--- config.mk ---
export PLATFORM = sky130hd
export DESIGN_NAME = md5_stream_hasher
export DESIGN_NICKNAME = d
export VERILOG_FILES = /design/src/design/md5_pkg.sv /design/src/design/md5_stream_hasher.sv /design/src/design/md5_core.sv
export SDC_FILE = /design/constraint.sdc
export NUM_CORES = 2
export LEC_CHECK = 0
export BUFFER_PORTS_ARGS = -buffer_cell sky130_fd_sc_hd__buf_2
export CORE_ASPECT_RATIO = 1.75
export CORE_UTILIZATION = 64
export DETAILED_ROUTE_END_ITERATION = 6
export GPL_TIMING_DRIVEN = 0
export PLACE_DENSITY = 0.81
export SLEW_MARGIN = 30
export SYNTH_ARGS = -nofsm -noshare
export SYNTH_HDL_FRONTEND = slang
export SYNTH_HIERARCHICAL = 1
export SYNTH_SLANG_ARGS = --single-unit
--- constraint.sdc ---
create_clock -name clk_i -period 11.4 [get_ports clk_i]
set_input_delay 3.42 -clock clk_i [delete_from_list [all_inputs] [get_ports clk_i]]
set_output_delay 3.42 -clock clk_i [all_outputs]
set_load 0.005 [all_outputs]
--- src/design/md5_pkg.sv ---
// Package for the MD5 stream hasher: constants, round tables and state type.
// No dependencies; imported by md5_core and md5_stream_hasher.
package md5_pkg;

  localparam logic [31:0] IvA = 32'h67452301;
  localparam logic [31:0] IvB = 32'hefcdab89;
  localparam logic [31:0] IvC = 32'h98badcfe;
  localparam logic [31:0] IvD = 32'h10325476;

  typedef enum logic [2:0] {
    ST_IDLE,
    ST_READ,
    ST_ROUND,
    ST_FOLD,
    ST_PAD,
    ST_OUT
  } md5_state_e;

  function automatic logic [31:0] sine_k(input logic [5:0] i);
    logic [31:0] k;
    begin
      unique case (i)
        6'd0: k = 32'hd76aa478; 6'd1: k = 32'he8c7b756; 6'd2: k = 32'h242070db;
        6'd3: k = 32'hc1bdceee; 6'd4: k = 32'hf57c0faf; 6'd5: k = 32'h4787c62a;
        6'd6: k = 32'ha8304613; 6'd7: k = 32'hfd469501; 6'd8: k = 32'h698098d8;
        6'd9: k = 32'h8b44f7af; 6'd10: k = 32'hffff5bb1; 6'd11: k = 32'h895cd7be;
        6'd12: k = 32'h6b901122; 6'd13: k = 32'hfd987193; 6'd14: k = 32'ha679438e;
        6'd15: k = 32'h49b40821; 6'd16: k = 32'hf61e2562; 6'd17: k = 32'hc040b340;
        6'd18: k = 32'h265e5a51; 6'd19: k = 32'he9b6c7aa; 6'd20: k = 32'hd62f105d;
        6'd21: k = 32'h02441453; 6'd22: k = 32'hd8a1e681; 6'd23: k = 32'he7d3fbc8;
        6'd24: k = 32'h21e1cde6; 6'd25: k = 32'hc33707d6; 6'd26: k = 32'hf4d50d87;
        6'd27: k = 32'h455a14ed; 6'd28: k = 32'ha9e3e905; 6'd29: k = 32'hfcefa3f8;
        6'd30: k = 32'h676f02d9; 6'd31: k = 32'h8d2a4c8a; 6'd32: k = 32'hfffa3942;
        6'd33: k = 32'h8771f681; 6'd34: k = 32'h6d9d6122; 6'd35: k = 32'hfde5380c;
        6'd36: k = 32'ha4beea44; 6'd37: k = 32'h4bdecfa9; 6'd38: k = 32'hf6bb4b60;
        6'd39: k = 32'hbebfbc70; 6'd40: k = 32'h289b7ec6; 6'd41: k = 32'heaa127fa;
        6'd42: k = 32'hd4ef3085; 6'd43: k = 32'h04881d05; 6'd44: k = 32'hd9d4d039;
        6'd45: k = 32'he6db99e5; 6'd46: k = 32'h1fa27cf8; 6'd47: k = 32'hc4ac5665;
        6'd48: k = 32'hf4292244; 6'd49: k = 32'h432aff97; 6'd50: k = 32'hab9423a7;
        6'd51: k = 32'hfc93a039; 6'd52: k = 32'h655b59c3; 6'd53: k = 32'h8f0ccc92;
        6'd54: k = 32'hffeff47d; 6'd55: k = 32'h85845dd1; 6'd56: k = 32'h6fa87e4f;
        6'd57: k = 32'hfe2ce6e0; 6'd58: k = 32'ha3014314; 6'd59: k = 32'h4e0811a1;
        6'd60: k = 32'hf7537e82; 6'd61: k = 32'hbd3af235; 6'd62: k = 32'h2ad7d2bb;
        default: k = 32'heb86d391;
      endcase
      return k;
    end
  endfunction

  function automatic logic [4:0] rot_amount(input logic [5:0] i);
    logic [4:0] r;
    begin
      unique case ({i[5:4], i[1:0]})
        4'd0: r = 5'd7;   4'd1: r = 5'd12;  4'd2: r = 5'd17;  4'd3: r = 5'd22;
        4'd4: r = 5'd5;   4'd5: r = 5'd9;   4'd6: r = 5'd14;  4'd7: r = 5'd20;
        4'd8: r = 5'd4;   4'd9: r = 5'd11;  4'd10: r = 5'd16; 4'd11: r = 5'd23;
        4'd12: r = 5'd6;  4'd13: r = 5'd10; 4'd14: r = 5'd15; default: r = 5'd21;
      endcase
      return r;
    end
  endfunction

  // Message word used by step i.
  function automatic logic [3:0] word_index(input logic [5:0] i);
    logic [3:0] g;
    begin
      unique case (i[5:4])
        2'd0: g = i[3:0];
        2'd1: g = 4'(5 * i[3:0] + 1);
        2'd2: g = 4'(3 * i[3:0] + 5);
        default: g = 4'(7 * i[3:0]);
      endcase
      return g;
    end
  endfunction

endpackage

--- src/design/md5_stream_hasher.sv ---
// MD5 over a byte stream: at most one byte per transaction, packed into a block RAM
// that md5_core compresses. Each transaction is written back to the RAM before the
// next is taken; after the 64th byte of a block the input stalls for the compression.
// End of message: the digest is valid after padding and the final compression,
// with a second compression when the length needs a second block.
// Asynchronous active-low reset restores the MD5 initial value, zero fill and
// zero length; the block RAM needs no clearing.
module md5_stream_hasher (
  input  logic         clk_i,
  input  logic         rst_ni,
  input  logic         s_axis_tvalid_i,
  output logic         s_axis_tready_o,
  input  logic [15:0]  s_axis_tdata_i,   // data_byte[7:0], byte_valid[8], zeros
  input  logic         s_axis_tlast_i,   // end_of_message
  output logic         m_axis_tvalid_o,
  input  logic         m_axis_tready_i,
  output logic [127:0] m_axis_tdata_o    // digest_low[63:0], digest_high[127:64]
);
  import md5_pkg::*;

  md5_state_e  state_q, state_d;
  logic [5:0]  fill_q, fill_d;
  logic [63:0] len_q, len_d;
  logic        pad2_q, pad2_d;   // length goes into a second, zero block
  logic        ovalid_q, ovalid_d;
  logic [127:0] out_q;
  logic        start, clear, wr_en, busy, acc;
  logic [3:0]  wr_addr, pad_idx_q, pad_idx_d;
  logic [31:0] wr_data, rd_data, merged;
  logic [127:0] chain;
  logic [7:0]  byte_q;
  logic        last_q, bvalid_q;

  md5_core u_core (
    .clk_i, .rst_ni, .start_i(start), .clear_i(clear), .wr_en_i(wr_en),
    .wr_addr_i(wr_addr), .wr_data_i(wr_data), .rd_addr_i(fill_q[5:2]),
    .rd_data_o(rd_data), .busy_o(busy), .chain_o(chain)
  );

  assign acc = s_axis_tvalid_i & s_axis_tready_o;
  assign s_axis_tready_o = (state_q == ST_IDLE) & ~busy;

  // Merge byte into the word read back from the RAM at the current fill.
  always_comb begin
    merged = rd_data;
    unique case (fill_q[1:0])
      2'd0: merged = {24'd0, byte_q};
      2'd1: merged[15:8]  = byte_q;
      2'd2: merged[23:16] = byte_q;
      default: merged[31:24] = byte_q;
    endcase
  end

  always_comb begin
    state_d = state_q; fill_d = fill_q; len_d = len_q; pad2_d = pad2_q;
    ovalid_d = ovalid_q; pad_idx_d = pad_idx_q;
    start = 1'b0; clear = 1'b0; wr_en = 1'b0; wr_addr = fill_q[5:2]; wr_data = merged;
    if (ovalid_q && m_axis_tready_i) begin
      ovalid_d = 1'b0;
    end
    unique case (state_q)
      ST_IDLE: begin
        if (acc) begin
          state_d = ST_READ;
        end
      end
      ST_READ: begin
        // RAM read of the target word has landed; write the byte back
        if (bvalid_q) begin
          wr_en = 1'b1;
          len_d = len_q + 64'd8;
          fill_d = fill_q + 6'd1;
          if (fill_q == 6'd63) begin
            start = 1'b1;
          end
        end
        if (last_q) begin
          state_d = ST_FOLD;
        end else begin
          state_d = ST_IDLE;
        end
      end
      ST_FOLD: begin
        // wait for compression, then put the 0x80 marker after a fresh read
        if (!busy) begin
          state_d = ST_ROUND;
        end
      end
      ST_ROUND: begin
        state_d = ST_PAD;
      end
      ST_PAD: begin
        wr_en = 1'b1;
        wr_addr = fill_q[5:2];
        unique case (fill_q[1:0])
          2'd0: wr_data = 32'h0000_0080;
          2'd1: wr_data = {16'd0, 8'h80, rd_data[7:0]};
          2'd2: wr_data = {8'd0, 8'h80, rd_data[15:0]};
          default: wr_data = {8'h80, rd_data[23:0]};
        endcase
        pad2_d = (fill_q >= 6'd56);
        pad_idx_d = fill_q[5:2] + 4'd1;
        state_d = ST_OUT;
        if (fill_q[5:2] == 4'd15) begin
          // marker fills the last word: compress now, length goes in a second block
          start = 1'b1;
          pad_idx_d = 4'd0;
        end
      end
      default: begin
        // ST_OUT: zero the rest, place the length, compress; twice if needed
        if (!busy) begin
          if (pad_idx_q != 4'd0) begin
            wr_en = 1'b1;
            wr_addr = pad_idx_q;
            wr_data = '0;
            if (!pad2_q && pad_idx_q == 4'd14) wr_data = len_q[31:0];
            if (!pad2_q && pad_idx_q == 4'd15) wr_data = len_q[63:32];
            pad_idx_d = pad_idx_q + 4'd1;
            if (pad_idx_q == 4'd15) begin
              start = 1'b1;
              pad_idx_d = 4'd0;
            end
          end else if (pad2_q) begin
            // second block of zeros with the length
            wr_en = 1'b1; wr_addr = 4'd0; wr_data = '0;
            pad2_d = 1'b0; pad_idx_d = 4'd1;
          end else if (!ovalid_q || m_axis_tready_i) begin
            ovalid_d = 1'b1;
            clear = 1'b1;
            fill_d = '0; len_d = '0;
            state_d = ST_IDLE;
          end
        end
      end
    endcase
  end

  always_ff @(posedge clk_i or negedge rst_ni) begin
    if (!rst_ni) begin
      state_q <= ST_IDLE; fill_q <= '0; len_q <= '0; pad2_q <= 1'b0;
      ovalid_q <= 1'b0; pad_idx_q <= '0; bvalid_q <= 1'b0; last_q <= 1'b0;
    end else begin
      state_q <= state_d; fill_q <= fill_d; len_q <= len_d; pad2_q <= pad2_d;
      ovalid_q <= ovalid_d; pad_idx_q <= pad_idx_d;
      if (acc) begin
        bvalid_q <= s_axis_tdata_i[8]; last_q <= s_axis_tlast_i;
      end
    end
  end

  always_ff @(posedge clk_i) begin
    if (acc) begin
      byte_q <= s_axis_tdata_i[7:0];
    end
    if (clear) begin
      out_q <= chain;
    end
  end

  assign m_axis_tvalid_o = ovalid_q;
  assign m_axis_tdata_o  = out_q;
endmodule

--- src/design/md5_core.sv ---
// MD5 compression: one step per cycle over a block held in a synchronous RAM.
// Depends on md5_pkg. Word reads issue in the cycle before the step that uses them.
module md5_core (
  input  logic        clk_i,
  input  logic        rst_ni,
  input  logic        start_i,     // begin compression of the stored block
  input  logic        clear_i,     // restore the initial chaining value
  input  logic        wr_en_i,     // block RAM write port
  input  logic [3:0]  wr_addr_i,
  input  logic [31:0] wr_data_i,
  input  logic [3:0]  rd_addr_i,   // block RAM read port while idle
  output logic [31:0] rd_data_o,
  output logic        busy_o,
  output logic [127:0] chain_o
);
  import md5_pkg::*;

  logic [31:0] mem_q [16];
  logic [31:0] rd_q;
  logic        run_q, run_d;
  logic        pre_q, pre_d;   // read of the first word in flight
  logic        fold_q, fold_d;
  logic [5:0]  step_q, step_d;
  logic [31:0] a_q, b_q, c_q, d_q, a_d, b_d, c_d, d_d;
  logic [127:0] cv_q, cv_d;
  logic [3:0]  raddr;
  logic [31:0] f, sum, rot;
  logic [4:0]  sh;

  always_comb begin
    if (pre_q || run_q) begin
      raddr = word_index(pre_q ? step_q : 6'(step_q + 6'd1));
    end else begin
      raddr = rd_addr_i;
    end
  end

  always_ff @(posedge clk_i) begin
    if (wr_en_i) begin
      mem_q[wr_addr_i] <= wr_data_i;
    end
    rd_q <= mem_q[raddr];
  end

  assign rd_data_o = rd_q;

  always_comb begin
    unique case (step_q[5:4])
      2'd0: f = (b_q & c_q) | (~b_q & d_q);
      2'd1: f = (b_q & d_q) | (c_q & ~d_q);
      2'd2: f = b_q ^ c_q ^ d_q;
      default: f = c_q ^ (b_q | ~d_q);
    endcase
    sum = f + a_q + sine_k(step_q) + rd_q;
    sh  = rot_amount(step_q);
    rot = (sum << sh) | (sum >> (6'd32 - {1'b0, sh}));
  end

  always_comb begin
    run_d = run_q; pre_d = 1'b0; fold_d = 1'b0; step_d = step_q;
    a_d = a_q; b_d = b_q; c_d = c_q; d_d = d_q; cv_d = cv_q;
    if (clear_i) begin
      cv_d = {IvD, IvC, IvB, IvA};
    end
    if (start_i) begin
      pre_d = 1'b1; step_d = '0;
      a_d = cv_q[31:0]; b_d = cv_q[63:32]; c_d = cv_q[95:64]; d_d = cv_q[127:96];
    end
    if (pre_q) begin
      run_d = 1'b1;
    end
    if (run_q) begin
      a_d = d_q; d_d = c_q; c_d = b_q; b_d = b_q + rot;
      step_d = step_q + 6'd1;
      if (step_q == 6'd63) begin
        run_d = 1'b0; fold_d = 1'b1;
      end
    end
    if (fold_q) begin
      cv_d = {cv_q[127:96] + d_q, cv_q[95:64] + c_q, cv_q[63:32] + b_q, cv_q[31:0] + a_q};
    end
  end

  always_ff @(posedge clk_i or negedge rst_ni) begin
    if (!rst_ni) begin
      run_q <= 1'b0; pre_q <= 1'b0; fold_q <= 1'b0; step_q <= '0;
      cv_q <= {IvD, IvC, IvB, IvA};
    end else begin
      run_q <= run_d; pre_q <= pre_d; fold_q <= fold_d; step_q <= step_d;
      cv_q <= cv_d;
    end
  end

  always_ff @(posedge clk_i) begin
    a_q <= a_d; b_q <= b_d; c_q <= c_d; d_q <= d_d;
  end

  assign busy_o  = run_q | pre_q | fold_q;
  assign chain_o = cv_q;
endmodule

==> key figures, run 1 <==
Global route
  – GR Overflow Total: 758
  – Tot GR Track Use: 71.96%
  – Vias in the first global route: approximately 65000
  – Pin count of the biggest net entering global routing: 85
  – First-pass GRT wire length: 501700 um

Logic synthesis
  – Ys flop type: edfxtp_1
  – Post-Synthesis Cells: between 6000 and 7000
  – Synth async-reset ratio: roughly a fifth
  – Yosys cell types: 103
  – Post-Syn Nets: about 6300
  – Mean post-synth cell area: 10.01 sq um
  – Flop and latch count out of synthesis: 1023
  – Register area share after synthesis: between 40% and 50%
  – Mapped Area: 0.06020 sq mm
  – YS warnings: 6
  – Number of synthesized flops with an enable pin: slightly below 800

Placed design
  – Post-Place Setup Slack: -1.178 ns
  – GP Congestion: around 1.2
  – DPL Wire Length: 205300 um
  – Count of input and output buffers: 143

Floorplan
  – Die height: approximately 410 um
  – Io pins: 151
  – Row cnt: 148
  – Initial Util: between 60% and 70%
  – Die X: about 230 um

Clock tree
  – CTS sink count: a little over 1000
  – CTS H-tree lvls: 3
  – Hold buffers post-CTS: 0
  – TritonCTS buffer count: 91
  – Max Root-Sink Buffers: 3
  – CTS Root Cell: clkbuf_16

Status
  – Status: aborted with a tool error
  – Failed at: 5_1_grt
  – Stop Error: [ERROR GRT-0116] Global routing finished with congestion. Check the congestion regions in the DRC Viewer.
logic make-up after synthesis:
family	after synthesis	synth area share (%)
DFF	1023	48.85
and+or+nand+nor	2159	16.29
xor gates and xnor gates	224	3.290
AOI/OAI and AO/OA	1532	16.36
adders and majority gates	313	7.408
muxes	218	4.338
buffers and inverters	545	3.467
through the flow:
| stage | cells | setup TNS, ns | area, sq um |
|---|---|---|---|
| after CTS | 7571 | 0 | 66920 |
| after global placement | 7357 | -169.87 | 62410 |
| after detailed placement | 7399 | -13.05 | 63500 |
| after floorplan | 6014 | 0 | 60200 |
routing by layer:
layer,GRT overflow,global-route usage (%)
met4,247,74.89
met5,5,17.03
met1,6,69.37
met3,19,52.03
met2,481,93.34
synthesized netlist by cell type (all sizes together) (14+ instances only):
master	number	share of area, %
inv	207	1.3
xnor2	137	2.0
a211o	15	0.22
fa	73	2.4
nand2b	73	0.76
nor2b	22	0.23
o31ai	37	0.46
a311oi	77	1.1
a221oi	15	0.22
a221o	18	0.30
nand2	959	6.0
or2	16	0.17
xor2	87	1.3
a22oi	36	0.45
ha	238	4.9
a21boi	14	0.17
a211oi	71	0.91
a31oi	71	0.74
mux4	19	0.71
dfstp	64	2.8
mux2	140	2.6
and3	69	0.72
a21oi	479	4.0
or4	19	0.24
o22ai	61	0.63
edfxtp	776	39
a21o	76	0.95
o211ai	28	0.35
dfxtp	32	1.1
buf	67	0.49
dfrtp	151	6.3
o21ai	314	2.7
o21bai	28	0.35
nand4	49	0.51
o21a	42	0.53
nor2	353	2.2
clkbuf	268	1.7
nor3	108	0.91
o221ai	31	0.45
mux2i	59	1.0
and2	20	0.21
or3	43	0.45
nor4	18	0.19
nand3	362	3.0
what timing repair did:
item / in CTS
endpoints found under the setup margin: 18
resized for setup: 45
gates cloned: 0
setup buffers: 1
==> run 2, diff against run 1 <==
--- a/config.mk
+++ b/config.mk
@@ -6,11 +6,10 @@
 export NUM_CORES = 2
 export LEC_CHECK = 0
 export BUFFER_PORTS_ARGS = -buffer_cell sky130_fd_sc_hd__buf_2
-export CORE_ASPECT_RATIO = 1.75
-export CORE_UTILIZATION = 64
+export CORE_UTILIZATION = 40
 export DETAILED_ROUTE_END_ITERATION = 6
 export GPL_TIMING_DRIVEN = 0
-export PLACE_DENSITY = 0.81
+export PLACE_DENSITY_LB_ADDON = 0.15
 export SLEW_MARGIN = 30
 export SYNTH_ARGS = -nofsm -noshare
 export SYNTH_HDL_FRONTEND = slang
==> run 2 against run 1 <==
  * The run now ends clean
  * Area after synthesis stayed put
  * Synthesized cell count is the same
==> key figures, run 2 <==
Min path
  – Min-Delay Path Class: flip-flop to flip-flop
  – Hold Path Depth: 0

Worst setup path
  – CP Buf/Inv Count: 5
  – Slowest stage delay, CP: ~0.70 ns
  – Worst Setup Start Kind: flip-flop
  – Top delay family on crit path: compound AO/OA/AOI/OAI gates
  – WP depth: 35
  – Critical Path Fanout Max: 18
  – Arr. time, crit path: roughly 12 ns
  – Critical Path End Type: flip-flop
  – Most used cell, CP: o21ai_0
  – Reg2Reg Depth: 35
  – Critical path class: flip-flop to flip-flop
  – Slowest CP cell: dfrtp_2
  – Worst path required time: about 12 ns

Logic synthesis
  – Register area share after synthesis: 48.85% (unchanged)
  – Synth async-reset ratio: 21.02% (unchanged)
  – Post-Synthesis Cells: 6014 (unchanged)
  – Ranking of synthesized cells by area: edfxtp_1 (39%), dfrtp_1 (6.3%), nand2_1 (6.0%) (unchanged)
  – Most frequent cell after synthesis: nand2_1 (unchanged)
  – Synth area leader: edfxtp_1 (unchanged)
  – Mean post-synth cell area: 10.01 sq um (unchanged)
  – Mapped Area: 0.06020 sq mm (unchanged)
  – Post-Syn Nets: 6346 (unchanged)
  – Flop and latch count out of synthesis: 1023 (unchanged)
  – Number of synthesized flops with an enable pin: 776 (unchanged)
  – Ys flop type: edfxtp_1 (unchanged)
  – Share of the synthesized area in the top cell type: 38.71% (unchanged)
  – YS warnings: 6 (unchanged)
  – Synth top cells by count: nand2_1 (957), edfxtp_1 (776), a21oi_1 (477), nand3_1 (361), nor2_1 (353) (unchanged)
  – Yosys cell types: 103 (unchanged)

Clock tree
  – Later-pin clock latency in the skew report: approximately 0.80 ns
  – CTS H-tree lvls: 3 (unchanged)
  – Reg clk slew, reported paths: approximately 0.070 ns
  – Post-CTS setup buffer count: 0 (was 1)
  – CTS Root Cell: clkbuf_16 (unchanged)
  – TritonCTS buffer count: 111 (was 91)
  – CTS sink count: 1023 (unchanged)
  – Max Root-Sink Buffers: 3 (unchanged)
  – CTS tree: done

Timing
  – Slew margin rel.: between 20% and 30%
  – Setup Skew: around 0.08 ns
  – Period Utilization, post-route: between 90% and 100%
  – RSZ-0062 raised after global routing: no
  – Final Hold Viols: 0
  – Min Tclk post-route: approximately 11 ns
  – WHS: roughly 0.52 ns
  – Max Freq: between 80 and 90 MHz
  – Slew Limit Fails: 0
  – Final setup violation count: 0
  – Worst-margin pin slew: between 1 and 1.5 ns

Global route
  – Vias in the first global route: about 49000
  – Tot GR Track Use: approximately 31%
  – GR Overflow Total: 0
  – First-pass GRT wire length: 340700 um
  – Pin count of the biggest net entering global routing: just under 80
  – Initial antenna violation count: 7

Cells and area
  – Share of layout cells above drive strength 1: 11.86%
  – Largest reg by FF count: u_core/mem_q
  – Most common cell after layout, fill and taps aside: nand2_1
  – Layout area overhead: 13.94%
  – Fill count: between 10000 and 15000
  – Leading cell types in the layout, fill and taps excluded: nand2_1 (957), edfxtp_1 (776), a21oi_1 (475)
  – Util after Layout: roughly 46%
  – Net count reported at finish: 6656
  – Largest register FFs: around 510
  – Finished Layout Cells: between 8000 and 9000

Placed design
  – Dpl cells: 8217 (was 7399)
  – GP Congestion: 1.046 (was 1.157)
  – Count of input and output buffers: 143 (unchanged)
  – DPL Wire Length: 182700 um (was 205300 um)

Power
  – Max IR drop VDD: roughly 0.00014 V
  – Clock power share: between 40% and 50%
  – Leakage: around 0.025 uW
  – Combinational power share: less than 1%
  – Sw Share: a little over a fifth
  – Int Power: approximately 6000 uW
  – Sw power: ~1600 uW
  – Sequential Power Share: about half
  – Pwr Density: between 100 and 150 mW/mm^2

Status
  – Status: completed (was aborted with a tool error)

Floorplan
  – Die X: 389.9 um (was 233.8 um)
  – Io pins: 151 (unchanged)
  – Die height: 389.9 um (was 407.7 um)
  – Core area: roughly 0.15 sq mm
  – Initial Util: 40.52% (was 64.63%)
  – Die area: 0.1520 sq mm
  – Row cnt: 141 (was 148)

Route
  – Routed Antenna Nets: 0
  – DR WL/cell: ~28 um
  – Via density: 6.104
  – Routed vias: 51400
  – Iter 0 DRT Violations: about 5700
  – Drt pass-1 iters: 6
  – Residual DRC count: 0
  – Routed wire length: between 200000 and 250000 um

Run
  – MaxCap Viol Count: 0
[run 2: cell counts after synthesis]
Identical to the previous run, type by type.
[run 2: repair_timing]
item,CTS,global route
resized for setup,13,19
hold buffers,0,0
endpoints found under the hold margin,0,0
endpoints found under the setup margin,21,16
[run 2: path summary, 6_finish.rpt]
check	end	start	slack (ns)
max reg2reg	u_core/b_q[31]	u_core/step_q[2]	0.27
max	u_core/b_q[31]	u_core/step_q[2]	0.27
min in group asynchronous	u_core/pre_q	rst_ni	2.62
min reg2reg	m_axis_tdata_o[73]	u_core/chain_o[73]	0.52
min	m_axis_tdata_o[73]	u_core/chain_o[73]	0.52
max in group asynchronous	u_core/chain_o[124]	rst_ni	7.81
[run 2: kinds of logic after synthesis]
| logic type | Yosys count | synth area share (%) |
|---|---|---|
| AO/OA/AOI/OAI | 1532 | 16.36 |
| multiplexers | 218 | 4.338 |
| adder cells (fa/ha/maj) | 313 | 7.408 |
| flip-flops | 1023 | 48.85 |
| buffers and inverters | 545 | 3.467 |
| XOR/XNOR | 224 | 3.290 |
| AND/OR/NAND/NOR | 2159 | 16.29 |
[run 2: metrics by stage]
stage	setup TNS (ns)	setup slack (ns)	cell area, sq um	total power (uW)
floorplan	0	2.400	60200	4043
global placement	-66.24	-1.264	63420	4062
detailed placement	-11.70	-0.9719	64780	4065
CTS	0	0.03406	68520	7741
global route	0	0.03477	68580	7877
finish	0	0.2675	68590	7682
[run 2: cell type report]
cell class / count / area (sq um) / share of cell area (%)
inverter: 210 / 793.3 / 1.157
antenna: 2 / 5.005 / 0.007297
timing repair buffer: 201 / 1723 / 2.512
clock buffer: 128 / 2841 / 4.143
sequential: 1023 / 29400 / 42.87
multi-input combinational: 4446 / 29120 / 42.46
buffer: 331 / 1324 / 1.930
tap: 2002 / 2505 / 3.652
clock inverter: 79 / 873.3 / 1.273
[run 2: per-layer routing]
metal  routed length, um  share of wire [%]  vias to the layer above  track usage, %
met1               94400                 39                    25470           39.34
met4               16130                6.7                        2           18.14
met5                   9             0.0038                        -               0
li1                    -                  -                    22880               -
met2              110200                 46                     2509           49.92
met3               18420                7.7                      547           4.609
[run 2: power by group through the flow]
stage | clock (uW) | sequential [uW] | combinational (uW)
after global routing | 3890 | 3960 | 24.9
after CTS | 3750 | 3970 | 22.9
after floorplan | 0 | 4040 | 0.0772
final | 3690 | 3970 | 21.5
after detailed placement | 0 | 4040 | 22.8
after global placement | 0 | 4040 | 19.7
Note: power is estimated with default switching activity, not from simulation.
